--- config.mk ---
export PLATFORM = sky130hd
export DESIGN_NAME = esc_ctrl
export DESIGN_NICKNAME = d
export VERILOG_FILES = /design/src/esc_pkg.sv /design/src/esc_ctrl.sv
export SDC_FILE = /design/constraint.sdc
export NUM_CORES = 1
export LEC_CHECK = 0
export CAP_MARGIN = 20
export CORE_MARGIN = 2
export CORE_UTILIZATION = 45
export DETAILED_ROUTE_END_ITERATION = 6
export DONT_BUFFER_PORTS = 1
export GPL_TIMING_DRIVEN = 0
export PLACE_DENSITY = 0.62
export SLEW_MARGIN = 30
export SYNTH_ARGS = -nofsm -noshare
export SYNTH_HDL_FRONTEND = slang
export SYNTH_SLANG_ARGS = --single-unit
--- constraint.sdc ---
create_clock -name clk -period 3 [get_ports clk]
set_input_delay 0.3 -clock clk [delete_from_list [all_inputs] [get_ports clk]]
set_output_delay 0.3 -clock clk [all_outputs]
set_load 0.005 [all_outputs]
--- src/esc_pkg.sv ---
// ---------------------------------------------------------------------------
// esc_pkg: shared types and constants of the sensor compensation unit
// Item structs, sequencer step codes, register indexes and status codes.
// ---------------------------------------------------------------------------
package esc_pkg;

	typedef struct packed {
		logic [23:0] raw_temp;
		logic [23:0] raw_press;
		logic [15:0] raw_hum;
	} in_item_t;

	typedef struct packed {
		logic signed [23:0] temp_centi;
		logic               temp_ok;
		logic [31:0]        press_q24_8;
		logic [1:0]         press_status;
		logic [16:0]        hum_q22_10;
		logic               hum_ok;
	} out_item_t;

	// configuration register indexes
	localparam logic [2:0] CFG_TEMP    = 3'd0;
	localparam logic [2:0] CFG_PRESS_A = 3'd1;
	localparam logic [2:0] CFG_PRESS_B = 3'd2;
	localparam logic [2:0] CFG_PRESS_C = 3'd3;
	localparam logic [2:0] CFG_HUM     = 3'd4;

	// pressure status codes
	localparam logic [1:0] PST_OK   = 2'd0;
	localparam logic [1:0] PST_OFF  = 2'd1;
	localparam logic [1:0] PST_DIVZ = 2'd2;

	// disabled markers
	localparam logic [23:0] RAW_OFF24 = 24'h800000;
	localparam logic [15:0] RAW_OFF16 = 16'h8000;

	// step kinds
	localparam logic [1:0] KIND_ALU = 2'd0;
	localparam logic [1:0] KIND_MUL = 2'd1;
	localparam logic [1:0] KIND_DIV = 2'd2;

	// sequencer steps
	localparam logic [5:0] S_IDLE  = 6'd0;
	localparam logic [5:0] S_START = 6'd1;
	localparam logic [5:0] S_T0  = 6'd2;
	localparam logic [5:0] S_T1  = 6'd3;
	localparam logic [5:0] S_T2  = 6'd4;
	localparam logic [5:0] S_T3  = 6'd5;
	localparam logic [5:0] S_T4  = 6'd6;
	localparam logic [5:0] S_T5  = 6'd7;
	localparam logic [5:0] S_T6  = 6'd8;
	localparam logic [5:0] S_P0  = 6'd9;
	localparam logic [5:0] S_P1  = 6'd10;
	localparam logic [5:0] S_P2  = 6'd11;
	localparam logic [5:0] S_P3  = 6'd12;
	localparam logic [5:0] S_P4  = 6'd13;
	localparam logic [5:0] S_P5  = 6'd14;
	localparam logic [5:0] S_P6  = 6'd15;
	localparam logic [5:0] S_P7  = 6'd16;
	localparam logic [5:0] S_P8  = 6'd17;
	localparam logic [5:0] S_P9  = 6'd18;
	localparam logic [5:0] S_P10 = 6'd19;
	localparam logic [5:0] S_P11 = 6'd20;
	localparam logic [5:0] S_P12 = 6'd21;
	localparam logic [5:0] S_P13 = 6'd22;
	localparam logic [5:0] S_P14 = 6'd23;
	localparam logic [5:0] S_P15 = 6'd24;
	localparam logic [5:0] S_P16 = 6'd25;
	localparam logic [5:0] S_P17 = 6'd26;
	localparam logic [5:0] S_P18 = 6'd27;
	localparam logic [5:0] S_P19 = 6'd28;
	localparam logic [5:0] S_P20 = 6'd29;
	localparam logic [5:0] S_P21 = 6'd30;
	localparam logic [5:0] S_P22 = 6'd31;
	localparam logic [5:0] S_P23 = 6'd32;
	localparam logic [5:0] S_P24 = 6'd33;
	localparam logic [5:0] S_H0  = 6'd34;
	localparam logic [5:0] S_H1  = 6'd35;
	localparam logic [5:0] S_H2  = 6'd36;
	localparam logic [5:0] S_H3  = 6'd37;
	localparam logic [5:0] S_H4  = 6'd38;
	localparam logic [5:0] S_H5  = 6'd39;
	localparam logic [5:0] S_H6  = 6'd40;
	localparam logic [5:0] S_H7  = 6'd41;
	localparam logic [5:0] S_H8  = 6'd42;
	localparam logic [5:0] S_H9  = 6'd43;
	localparam logic [5:0] S_H10 = 6'd44;
	localparam logic [5:0] S_H11 = 6'd45;
	localparam logic [5:0] S_H12 = 6'd46;
	localparam logic [5:0] S_H13 = 6'd47;
	localparam logic [5:0] S_H14 = 6'd48;
	localparam logic [5:0] S_H15 = 6'd49;
	localparam logic [5:0] S_H16 = 6'd50;
	localparam logic [5:0] S_H17 = 6'd51;
	localparam logic [5:0] S_H18 = 6'd52;
	localparam logic [5:0] S_FIN = 6'd53;

	typedef struct packed {
		logic [5:0] step;
		logic       go;
		logic       load_in;
		logic       load_out;
	} esc_cmd_t;

	typedef struct packed {
		logic mul_done;
		logic div_done;
		logic mul_busy;
		logic div_busy;
		logic t_en;
		logic p_en;
		logic h_en;
		logic a_zero;
		logic out_free;
	} esc_stat_t;

	// which unit a step uses
	function automatic logic [1:0] step_kind(input logic [5:0] step);
		logic [1:0] k;
		case (step)
			S_T1, S_T2, S_T4, S_P1, S_P2, S_P3, S_P6, S_P7, S_P10, S_P14,
			S_P17, S_P18, S_P20, S_H1, S_H4, S_H6, S_H8, S_H10, S_H12,
			S_H14, S_H16: k = KIND_MUL;
			S_P15:        k = KIND_DIV;
			default:      k = KIND_ALU;
		endcase
		return k;
	endfunction

	// wrap to 32 bits and sign extend
	function automatic logic signed [63:0] w32(input logic signed [63:0] x);
		return $signed({{32{x[31]}}, x[31:0]});
	endfunction

endpackage

--- src/esc_ctrl.sv ---
// ---------------------------------------------------------------------------
// esc_ctrl: step sequencer
// Walks the compensation steps, waits on the shared units, skips disabled
// measurements and hands the finished item to the output register.
// ---------------------------------------------------------------------------
module esc_ctrl (
	input  logic               clk,
	input  logic               arst_n,
	input  logic               sample_valid,
	output logic               sample_stall,
	input  esc_pkg::esc_stat_t st,
	output esc_pkg::esc_cmd_t  cmd
);

	logic [5:0] state_q, state_d, next_step;
	logic [5:0] after_temp, after_press;
	logic       wait_q, wait_d;
	logic [1:0] kind;
	logic       unit_done;

	assign after_press = st.h_en ? esc_pkg::S_H0 : esc_pkg::S_FIN;
	assign after_temp  = st.p_en ? esc_pkg::S_P0 : after_press;
	assign kind        = esc_pkg::step_kind(state_q);
	assign unit_done   = (kind == esc_pkg::KIND_MUL) ? st.mul_done : st.div_done;

	// branch points of the step sequence
	always_comb begin
		unique case (state_q)
			esc_pkg::S_START: next_step = st.t_en ? esc_pkg::S_T0 : after_temp;
			esc_pkg::S_T6:    next_step = after_temp;
			esc_pkg::S_P12:   next_step = st.a_zero ? after_press : esc_pkg::S_P13;
			esc_pkg::S_P24:   next_step = after_press;
			default:          next_step = state_q + 6'd1;
		endcase
	end

	// advance, issue and wait
	always_comb begin
		state_d      = state_q;
		wait_d       = wait_q;
		cmd.step     = state_q;
		cmd.go       = 1'b0;
		cmd.load_in  = 1'b0;
		cmd.load_out = 1'b0;
		priority if (state_q == esc_pkg::S_IDLE) begin
			cmd.load_in = sample_valid;
			if (sample_valid)
				state_d = esc_pkg::S_START;
		end else if (state_q == esc_pkg::S_FIN) begin
			cmd.load_out = st.out_free;
			if (st.out_free)
				state_d = esc_pkg::S_IDLE;
		end else if (kind == esc_pkg::KIND_ALU) begin
			cmd.go  = 1'b1;
			state_d = next_step;
		end else if (!wait_q) begin
			cmd.go = 1'b1;
			wait_d = 1'b1;
		end else if (unit_done) begin
			wait_d  = 1'b0;
			state_d = next_step;
		end
	end

	always_ff @(posedge clk or negedge arst_n) begin
		if (!arst_n) begin
			state_q <= esc_pkg::S_IDLE;
			wait_q  <= 1'b0;
		end else begin
			state_q <= state_d;
			wait_q  <= wait_d;
		end
	end

	assign sample_stall = (state_q != esc_pkg::S_IDLE);

	// no unit is left running once the sequence is back at rest
	a_idle_quiet: assert property (@(posedge clk) disable iff (!arst_n)
		(state_q == esc_pkg::S_IDLE) |-> (!wait_q && !st.mul_busy && !st.div_busy))
		else $error("unit busy while sequencer idle");

	// a result is only loaded into a free output register
	a_load_free: assert property (@(posedge clk) disable iff (!arst_n)
		cmd.load_out |-> st.out_free)
		else $error("result loaded over a pending one");

	// waiting only happens on multiplier or divider steps
	a_wait_kind: assert property (@(posedge clk) disable iff (!arst_n)
		wait_q |-> (kind == esc_pkg::KIND_MUL || kind == esc_pkg::KIND_DIV))
		else $error("wait on an ALU step");

endmodule

**Word-level counts from Yosys, hierarchy flattened**

Memory sizes are Yosys's and may differ from the RTL's.
Cells that the tools add are included.

- Flip-flop bits (word level): 7
- Bits in read-only memories: 128
- Output and inout bits: 10
- Memories: 1

Memory list:

| memory | words | width | read ports | clocked after memory_dff | wr ports | line | text |
|---|---|---|---|---|---|---|---|
| (no name shown) | 64 | 2 | 1 | 0 | 0 | esc_pkg.sv:121 | `case (step)` |

- $add $sub $neg: 1
- Eq/ne operators: 8
- Mux-type cells: 22
- Bitwise operators: 3
- Reductions and logical operators: 7

Operator list:

| cell | number |
|---|---|
| 6-bit two-way mux | 10 |
| 6-bit one-hot mux with 4 select lines | 1 |
| 6-bit equality test (second input constant) | 2 |
| 1-bit two-way mux | 10 |
| 4-bit nonzero test | 2 |
| 6-bit by 1-bit adder with 6-bit output (second input constant) | 1 |
| 6-bit by 1-bit equality test with 1-bit output (second input constant) | 1 |
| 6-bit by 4-bit equality test with 1-bit output (second input constant) | 1 |
| 6-bit by 5-bit equality test with 1-bit output (second input constant) | 1 |
| 6-bit logical NOT | 1 |
| 6-bit nonzero test | 1 |
| 5-bit two-way mux | 1 |
| 4-bit AND reduction | 1 |
| 3-bit inequality test (second input constant) | 1 |
| 1-bit NOT | 3 |
| 3-bit AND reduction | 1 |
| 2-bit by 1-bit equality test with 1-bit output (second input constant) | 1 |
| 2-bit logical NOT | 1 |
| 2-bit inequality test (second input constant) | 1 |

**Logic depth before layout (Yosys ltp)**

Gate-level depths: netlist of run 1.

- Word-level depth: 9
- Mapped depth: 9
- Gate-level depth less buffers: 8

**Least setup slack after synthesis of run 1**

OpenSTA, ideal clock, no wires.

- Path kind: flip-flop to flip-flop
- Start point: register state_q[0]
- End point: register state_q[1]
- Arrival time: 2.345 ns
- Required time: 2.875 ns
- Setup slack: 0.530 ns
- Cell stages (with the launch flop): 8
- Buffers on the path: 0
- Clock period less this slack: 2.470 ns
- Cell sequence: dfrtp_1 > inv_1 > ha_1 > or4b_4 > a21oi_2 > or2b_1 > a31oi_4 > mux2_2

- Word-level cells in the longest chain between the ends: 7

Ends and longest elaborated chain:

| what | line | text |
|---|---|---|
| start, declared | esc_ctrl.sv:15 | `logic [5:0] state_q, state_d, next_step;` |
| start signal, assigned | esc_ctrl.sv:67 | `state_q <= esc_pkg::S_IDLE;` |
| start signal, assigned | esc_ctrl.sv:70 | `state_q <= state_d;` |
| 6-bit by 1-bit adder with 6-bit output (tied with other cells) | esc_ctrl.sv:33 | `default: next_step = state_q + 6'd1;` |
| 6-bit one-hot mux with 4 select lines | esc_ctrl.sv:28 | `unique case (state_q)` |
| 6-bit two-way mux | esc_ctrl.sv:59 | `end else if (unit_done) begin` |
| 6-bit two-way mux | esc_ctrl.sv:56 | `end else if (!wait_q) begin` |
| 6-bit two-way mux | esc_ctrl.sv:53 | `end else if (kind == esc_pkg::KIND_ALU) begin` |
| 6-bit two-way mux | esc_ctrl.sv:49 | `end else if (state_q == esc_pkg::S_FIN) begin` |
| 6-bit two-way mux | esc_ctrl.sv:45 | `priority if (state_q == esc_pkg::S_IDLE) begin` |

Several ways; a longest one is shown, not always the timed one. The select of a mux whose other input is x is not followed.
A chain may end at the register's enable or synchronous reset.

**Worst setup path after layout of run 1**

- Start point: register state_q[0]
- End point: register state_q[5]

Same word-level chain as after synthesis.

==> results of run 1 <==
## metrics by stage
stage	total power, W	util, %	instance area, sq um	std cells
6_report	0.00121	51.5	1010	148
5_1_grt	0.00133	51.5	1010	148
4_1_cts	0.00121	51.5	1010	148
3_5_place_dp	0.00111	49.7	975	143
3_3_place_gp	0.00109	49.7	975	143
2_1_floorplan	0.000931	-	941	116
## metal layers
metal,part of all wire [%],GRT usage (%),vias to the layer above
met1,50,28.5,426
met2,46,32.0,14
met3,3.0,3.33,2
li1,-,-,445
met4,0.89,8.80,0
met5,0,0,-
## state kept, by name, summed over array words and instances, names as in the netlist
name,cells
state_q,6
wait_q,1
## Yosys cell counts, drive strengths merged, types with 2 or more instances
master	number
clkbuf	3
a31oi	2
buf	3
mux2i	2
nor2b	2
dfrtp	7
a22oi	3
nand4	2
nor2	9
nand2	9
a21oi	6
and2	3
mux2	3
inv	8
nand3b	2
a311oi	2
a2bb2oi	3
o211ai	2
and3b	2
nand3	5
nand2b	6
o21ai	5
ha	4
a211oi	3
## cell families after synthesis
| kind of cell | after synthesis |
|---|---|
| AO/OA/AOI/OAI | 39 |
| flip-flops | 7 |
| XOR/XNOR | 2 |
| buffers and inverters | 14 |
| multiplexers | 5 |
| AND/OR/NAND/NOR | 45 |
| adder cells (fa/ha/maj) | 4 |
## worst min-delay path by stage
stage / slack [ns] / startpoint / depth (start not counted) / endpoint
finish: 0.31 / st[7] / 2 / wait_q$_DFFE_PN0P_
global route: 0.30 / st[7] / 2 / wait_q$_DFFE_PN0P_
CTS: 0.31 / st[7] / 2 / wait_q$_DFFE_PN0P_
floorplan: 0.004 / arst_n / 0 / state_q[0]$_DFFE_PN0P_
detailed placement: 0.005 / arst_n / 0 / state_q[2]$_DFFE_PN0P_
global placement: 0.005 / arst_n / 0 / state_q[2]$_DFFE_PN0P_
## cells in the final DEF, fill, tap and decap left out, types with 4 or more instances in the layout
master and count:
inv_1 8, nand3_1 5, ha_1 4, o21ai_0 5
nor2_1 8, a21oi_1 5, nand2_1 9, dfrtp_1 7
nand2b_1 6
## worst max-delay path: cells and delay by family, from the launching register on
kind                     cells  cell delay [ns]
buffers and inverters        1             0.15
flip-flops                   1             0.54
AO/OA/AOI/OAI                3             1.25
multiplexers                 1             0.37
adder cells (fa/ha/maj)      1             0.22
AND/OR/NAND/NOR              1             0.16
## layout make-up
cell class | count | share of cell area (%)
sequential | 7 | 17.3
buffer | 6 | 4.83
tap | 27 | 3.34
inverter | 8 | 2.97
multi-input combinational | 95 | 67.9
timing repair buffer | 1 | 0.990
clock buffer | 4 | 2.60
## repair_timing
action                     CTS  global route
hold endpoints to repair     7             0
setup endpoints to repair    0             0
hold buffers                 1             0
## power by group through the flow
stage,Clock (W),Combinational [W],Sequential [W]
floorplan,0,0.000705,0.000226
global route,0.0000938,0.000961,0.000275
detailed placement,0,0.000847,0.000264
finish,0.0000815,0.000865,0.000263
global placement,0,0.000834,0.000260
CTS,0.0000867,0.000857,0.000262
==> flow_summary.toml, run 1 <==
[run_status]
status = "completed"

[synthesis]
synth_compound_area_share_pct = 32.6
ys_seq_area_share_pct = 18.6
synthXorXnorAreaFrac_pct = 1.86
synthAdderAreaFrac_pct = 5.32
yosys.cell_types.count = 51
yosys.area.top_type = "dfrtp_1"
synth.avg_cell_area_sq_um = 8.11
synthMuxAreaShare_pct = 5.72
synth_top_area_share_pct = 18.6
synth_top_flop_cell = "dfrtp_1"
synth_fp_nets = 132
synth_top_family_by_area = "compound AO/OA/AOI/OAI gates"
syn_inst = 116
syn_area_sq_um = 941
ys_ff_latch = 7
yosys_warnings = 0
synthArstFlopShare_pct = 100
yosys.area_share.simple_pct = 27.5
synth_area_leaders = "dfrtp_1 (19%), ha_1 (5.3%), nand2b_1 (4.0%)"
synth_edf_count = 0

[power_and_ir_drop]
power_frac_seq_pct = 21.8
comb_power_share_pct = 71.5
swShare_pct = 49.7
irDropWorstVdd_v = 0.000644
p_per_area_mw_per_mm2 = 1200
p_int_w = 0.000608
power_frac_clock_pct = 6.7
p_leak_nw = 0.415
p_sw_w = 0.000602

[sta]
slew_viol_final = 0
fmax_mhz = 356
post-route-min-period_ns = 2.81
tns_ns = 0
fin_skew_ns = 0.000472
rsz0062_at_grt = "false"
hold_violations = 0
setup_ws_ns = 0.189
min_period_over_period_pct = 93.7
tightestPinTransition_ns = 0.644
whs_ns = 0.313
setup_viol_count_final = 0
slew_headroom_pct = 57.0

[setup_path]
cp-end-kind = "flop"
max_stage_delay_ns = 0.54
cp-startpoint = "state_q[0]$_DFFE_PN0P_"
crit_end = "state_q[5]$_DFFE_PN0P_"
r2r_start = "state_q[0]$_DFFE_PN0P_"
rr_endpoint = "state_q[5]$_DFFE_PN0P_"
worstPathMaxFanout = 10
worstSetupPathType = "flop to flop"
cp_cell_sequence = "inv_1 > ha_1 > and3b_1 > o311ai_0 > o211ai_1 > a31oi_4 > mux2_2"
slowest_stage = "dfrtp_1"
required_ns = 3.13
cp-start-kind = "flop"
cp.arrival_ns = 2.94
r2r_cells = 7
reg2reg_setup_slack_ns = 0.19

[detailed_routing]
vias_per_cell = 5.99
detail-route-antenna-nets = 0
vias = 887
drc = 0
wire_per_inst_um = 16.0
firstDrtPassIters = 4
drt_iter0_drc = 20
totalWireLength_um = 2360

[finish]
syn_to_final_growth_pct = 7.45
drive_gt1_share_pct = 18.2
multi_input_area_sq_um = 687
fillCellCount = 218
register_area_sq_um = 175
num_antenna_cells = 0
fin_nets = 138

[floorplanning]
die_x_um = 49.7
fp.dieH_um = 49.7
pin_count = 22
start_util_pct = 48.0
fp-row-count = 16
core-area_sq_mm = 0.00196
dieArea_sq_mm = 0.00247

[grt]
antenna_found_initial = 0
grt_overflow = 0
globalRouteTotalUtil_pct = 20.7
grt_pass1_vias = 849
grt_pass1_wl_um = 3950
grt_max_degree = 11

[cts]
cts_resized = 0
cts_max_path_buffers = 2
cts-htree-levels = 1
clock_sinks = 7
cts_setup_buffers = 0
root_buffer = "clkbuf_4"
path_clk_slew_ns = 0.05
clk_latency_ns = 0.24
cts_inserted_buffers = 3
tritoncts = "done"

[placement]
numPortBuffers = 0
post-dp-hpwl_um = 1790
gp_congestion = 0.849
post-place-ws_ns = 0.244

[min_path]
holdCritPathClass = "primary input to flop"

[flow_run]
cap_violations = 0
(Power assumes the default switching activity.)
==> inputs of run 2 (changes only) <==
- MAX_ROUTING_LAYER: unset -> met4
- PLACE_DENSITY: 0.62 -> 0.64
- clock period: 3 -> 2.34 ns (I/O delays scaled with it)
==> run 2 against run 1 <==
Net effect: routed wire length grew 11%; critical path type unchanged; the flow now finishes with violations (setup timing); non-clock buffer count up 9; clock skew is 0.0029 ns higher; global-route usage grew 2.9 points; sequential cell count did not move; hold slack got worse by 0.064 ns; clock-buffer cell count is the same; register-to-register slack worse by 0.31 ns; power grew 51%; die area stayed put.
==> flow_summary.toml, run 2 (synthesized netlist as in run 1, its figures left out) <==
[run_status]
status = "finished, violations left"
violations = "setup timing"

[power_and_ir_drop]
p_int_w = 0.000958
comb_power_share_pct = 74.8
power_frac_seq_pct = 19.3
swShare_pct = 47.5
p_sw_w = 0.000865
irDropWorstVdd_v = 0.000906
p_per_area_mw_per_mm2 = 1600
p_leak_nw = 0.469
power_frac_clock_pct = 5.9
power_w = 0.00182

[sta]
tightestPinTransition_ns = 0.412
slew_headroom_pct = 72.4
post-route-min-period_ns = 2.46
fmax_mhz = 406
hold_violations = 0
fin_skew_ns = 0.00340
setup_ws_ns = -0.123
whs_ns = 0.249
min_period_over_period_pct = 105
tns_ns = -0.580
rsz0062_at_grt = "true"
slew_viol_final = 0
setup_viol_count_final = 6

[setup_path]
cp-startpoint = "state_q[0]$_DFFE_PN0P_"
rr_endpoint = "state_q[3]$_DFFE_PN0P_"
cp-start-kind = "flop"
slowest_stage = "or4b_4"
r2r_start = "state_q[0]$_DFFE_PN0P_"
reg2reg_setup_slack_ns = -0.12
worstSetupPathType = "flop to flop"
required_ns = 2.47
cp_top_family = "simple AND/OR/NAND/NOR gates"
max_stage_delay_ns = 0.50
cp_num_cells = 8
worstPathMaxFanout = 7
cp.arrival_ns = 2.59
cp-end-kind = "flop"
cp_cell_sequence = "inv_2 > ha_4 > or4b_4 > nor2_4 > mux2i_4 > a22o_2 > a31oi_4 > mux2_4"
r2r_cells = 8
worst-path-buf-inv = 1

[finish]
largestRegisters = "state_q (6), wait_q (1)"
layout_common_cells = "buf_4 (9), nand2_1 (9), nor2_1 (8)"
num_antenna_cells = 0
syn_to_final_growth_pct = 21.3
fin_nets = 147
drive_gt1_share_pct = 30.8
top_register = "state_q"
largest_reg_flops = 6
finish.instance_area_sq_mm = 0.00114
fillCellCount = 199

[grt]
antenna_found_initial = 0
grt_pass1_vias = 903
globalRouteTotalUtil_pct = 23.7
grt_overflow = 0
grt_pass1_wl_um = 4340
grt_max_degree = 11

[detailed_routing]
vias = 951
totalWireLength_um = 2620
detail-route-antenna-nets = 0
drc = 0
wire_per_inst_um = 16.7
firstDrtPassIters = 4
drt_iter0_drc = 24
vias_per_cell = 6.06

[floorplanning]
start_util_pct = 48.0
fp.dieH_um = 49.7
die_x_um = 49.7
dieArea_sq_mm = 0.00247
pin_count = 22
core-area_sq_mm = 0.00196
fp-row-count = 16

[cts]
tritoncts = "done"
clk_latency_ns = 0.25
cts_max_path_buffers = 2
root_buffer = "clkbuf_4"
clock_sinks = 7
cts_inserted_buffers = 3
cts-htree-levels = 1
path_clk_slew_ns = 0.05

[min_path]
hold_start = "st[7]"
hold_depth = 2
holdCritPathClass = "primary input to flop"
min_to = "wait_q$_DFFE_PN0P_"

[flow_run]
cap_violations = 0

[placement]
gp_congestion = 0.861
post-dp-hpwl_um = 1790
numPortBuffers = 0
place_area_sq_um = 985
post-place-ws_ns = -0.372
## run 2: routing by layer
| layer | wire [um] | share of wire (%) | global-route usage (%) | up-vias |
|---|---|---|---|---|
| li1 | - | - | - | 461 |
| met1 | 1150 | 44 | 31.9 | 456 |
| met2 | 1280 | 49 | 36.0 | 30 |
| met3 | 160 | 6.1 | 3.33 | 4 |
| met4 | 23 | 0.88 | 8.80 | 0 |
| met5 | 0 | 0 | - | - |
## run 2: power groups by stage
stage	Sequential, W	Combinational, W	Clock [W]
after floorplan	0.000298	0.000910	0
after global placement	0.000343	0.00108	0
after detailed placement	0.000345	0.00109	0
after CTS	0.000342	0.00133	0.000110
after global routing	0.000361	0.00150	0.000119
final	0.000352	0.00136	0.000107
## run 2: timing repair
action / 4_1_cts / 5_1_grt
hold buffers: 1 / 0
endpoints found under the setup margin: 7 / 7
pin swaps: 4 / 1
setup buffers: 9 / 0
gates resized for setup: 11 / 2
hold endpoints to repair: 7 / 0
## run 2: how the worst max path moves through the flow
stage | end
after global routing | state_q[4]$_DFFE_PN0P_
after floorplan | state_q[1]$_DFFE_PN0P_
after detailed placement | state_q[5]$_DFFE_PN0P_
after global placement | state_q[5]$_DFFE_PN0P_
after CTS | state_q[5]$_DFFE_PN0P_
final | state_q[3]$_DFFE_PN0P_
## run 2: through the flow
step	utilization, %	cells
2_1_floorplan	-	116
3_3_place_gp	50.2	143
3_5_place_dp	50.2	143
4_1_cts	57.7	157
5_1_grt	58.2	157
6_report	58.2	157
## run 2: final cells by class
type / instances / area [sq um] / area share (%)
plain buffers: 6 / 48.8 / 4.28
flip-flops and latches: 7 / 179 / 15.7
inverters: 8 / 30.0 / 2.63
multi-input cells: 95 / 749 / 65.7
repair buffers: 10 / 73.8 / 6.47
well taps: 27 / 33.8 / 2.96
clock buffers: 4 / 26.3 / 2.30
==> inputs of run 3 (changes only) <==
- CTS_BUF_LIST: unset -> sky130_fd_sc_hd__clkbuf_4
==> run 3 against run 2 <==
Net effect: the run still ends with setup timing left; largest power group unchanged; maximum frequency hardly changed; hold slack hardly changed; core utilization increased by 0.19 points; clock-buffer cell count is the same; setup slack worse by 0.00054 ns; sequential cell count is the same.
==> flow_summary.toml, run 3 (synthesized netlist as in run 1, its figures left out) <==
[floorplanning]
pin_count = 22
die_x_um = 49.7
dieArea_sq_mm = 0.00247
start_util_pct = 48.0
fp.dieH_um = 49.7
fp-row-count = 16
core-area_sq_mm = 0.00196

[finish]
finish.instance_area_sq_mm = 0.00114
fin_nets = 147
largest_reg_flops = 6
top_register = "state_q"
num_antenna_cells = 0
drive_gt1_share_pct = 31.5
largestRegisters = "state_q (6), wait_q (1)"
finalNonFillerCells = 157
layout_common_cells = "buf_4 (9), nand2_1 (9), nor2_1 (8)"
syn_to_final_growth_pct = 21.7

[setup_path]
worstPathMaxFanout = 8
r2r_start = "state_q[1]$_DFFE_PN0P_"
rr_endpoint = "state_q[3]$_DFFE_PN0P_"
worstSetupPathType = "flop to flop"
max_stage_delay_ns = 0.50
cp-end-kind = "flop"
r2r_cells = 8
cp_cell_sequence = "inv_2 > ha_4 > or4b_4 > nor2_4 > mux2i_4 > a22o_2 > a31oi_4 > mux2_4"
cp-start-kind = "flop"
cp.arrival_ns = 2.59
required_ns = 2.47
slowest_stage = "or4b_4"
reg2reg_setup_slack_ns = -0.12

[detailed_routing]
firstDrtPassIters = 4
wire_per_inst_um = 16.7
totalWireLength_um = 2620
drc = 0
drt_iter0_drc = 24
detail-route-antenna-nets = 0
vias_per_cell = 6.05
vias = 950

[sta]
tns_ns = -0.578
fmax_mhz = 406
fin_skew_ns = 0.00219
setup_ws_ns = -0.123
slew_headroom_pct = 72.4
whs_ns = 0.250
tightestPinTransition_ns = 0.412
setup_viol_count_final = 6
hold_violations = 0
min_period_over_period_pct = 105
rsz0062_at_grt = "true"
slew_viol_final = 0
post-route-min-period_ns = 2.46

[cts]
cts_inserted_buffers = 3
tritoncts = "done"
clk_latency_ns = 0.25
cts-htree-levels = 1
clock_sinks = 7
cts_max_path_buffers = 2
path_clk_slew_ns = 0.05
root_buffer = "clkbuf_4"

[min_path]
holdCritPathClass = "primary input to flop"
hold_depth = 2
hold_start = "st[7]"
min_to = "wait_q$_DFFE_PN0P_"

[grt]
grt_pass1_vias = 903
antenna_found_initial = 0
grt_max_degree = 11
grt_overflow = 0
globalRouteTotalUtil_pct = 23.7
grt_pass1_wl_um = 4340

[power_and_ir_drop]
p_per_area_mw_per_mm2 = 1600
power_w = 0.00183
irDropWorstVdd_v = 0.000906
p_leak_nw = 0.473

[placement]
place_area_sq_um = 985
numPortBuffers = 0
post-dp-hpwl_um = 1790
placed_cells = 143
gp_congestion = 0.861

[run_status]
status = "finished, violations left"
violations = "setup timing"

[flow_run]
cap_violations = 0
## run 3: how the worst max path moves through the flow
stage	from	endpoint	slack (ns)
CTS	state_q[1]$_DFFE_PN0P_	state_q[5]$_DFFE_PN0P_	-0.10
floorplan	state_q[0]$_DFFE_PN0P_	state_q[1]$_DFFE_PN0P_	-0.05
global placement	state_q[0]$_DFFE_PN0P_	state_q[5]$_DFFE_PN0P_	-0.27
finish	state_q[1]$_DFFE_PN0P_	state_q[3]$_DFFE_PN0P_	-0.12
global route	state_q[1]$_DFFE_PN0P_	state_q[4]$_DFFE_PN0P_	-0.20
detailed placement	state_q[0]$_DFFE_PN0P_	state_q[5]$_DFFE_PN0P_	-0.37
## run 3: what timing repair did
action / 4_1_cts / 5_1_grt
setup buffers: 9 / 0
endpoints found under the hold margin: 7 / 0
endpoints found under the setup margin: 7 / 7
hold buffers: 1 / 0
resized for setup: 11 / 2
pin swaps: 4 / 1
## run 3: report_power, final
part	switching (W)	leakage, nW	internal, W
combinational	0.000666	0.375	0.000698
clock	0.0000410	0.0184	0.0000764
sequential	0.000157	0.0792	0.000195
## run 3: critical path, delay by kind of cell, from the launching register on
kind,cells,cell delay [ns]
and+or+nand+nor,2,0.66
AOI/OAI and AO/OA,2,0.55
DFF,1,0.48
muxes,2,0.42
adders and majority gates,1,0.12
buffers and inverters,1,0.10
## run 3: area by class of cell
type,instances,area (sq um)
multi-input cells,95,749
clock buffers,4,30.0
flip-flops and latches,7,179
fillers,197,817
inverters,8,30.0
well taps,27,33.8
repair buffers,10,73.8
plain buffers,6,48.8
## run 3: metrics by stage
stage	worst slack, ns	utilization (%)
global placement	-0.268	50.2
detailed placement	-0.372	50.2
finish	-0.123	58.4
global route	-0.204	58.4
floorplan	-0.0543	-
CTS	-0.101	57.8
## run 3: routing by layer
layer  up-vias  wire length (um)  share of wire [%]  GRT usage, %
li1        461                 -                  -             -
met1       455              1150                 44          31.9
met2        30              1280                 49          36.0
met3         4               160                6.1          3.33
met4         0                23               0.88          8.80
met5         -                 0                  0             -
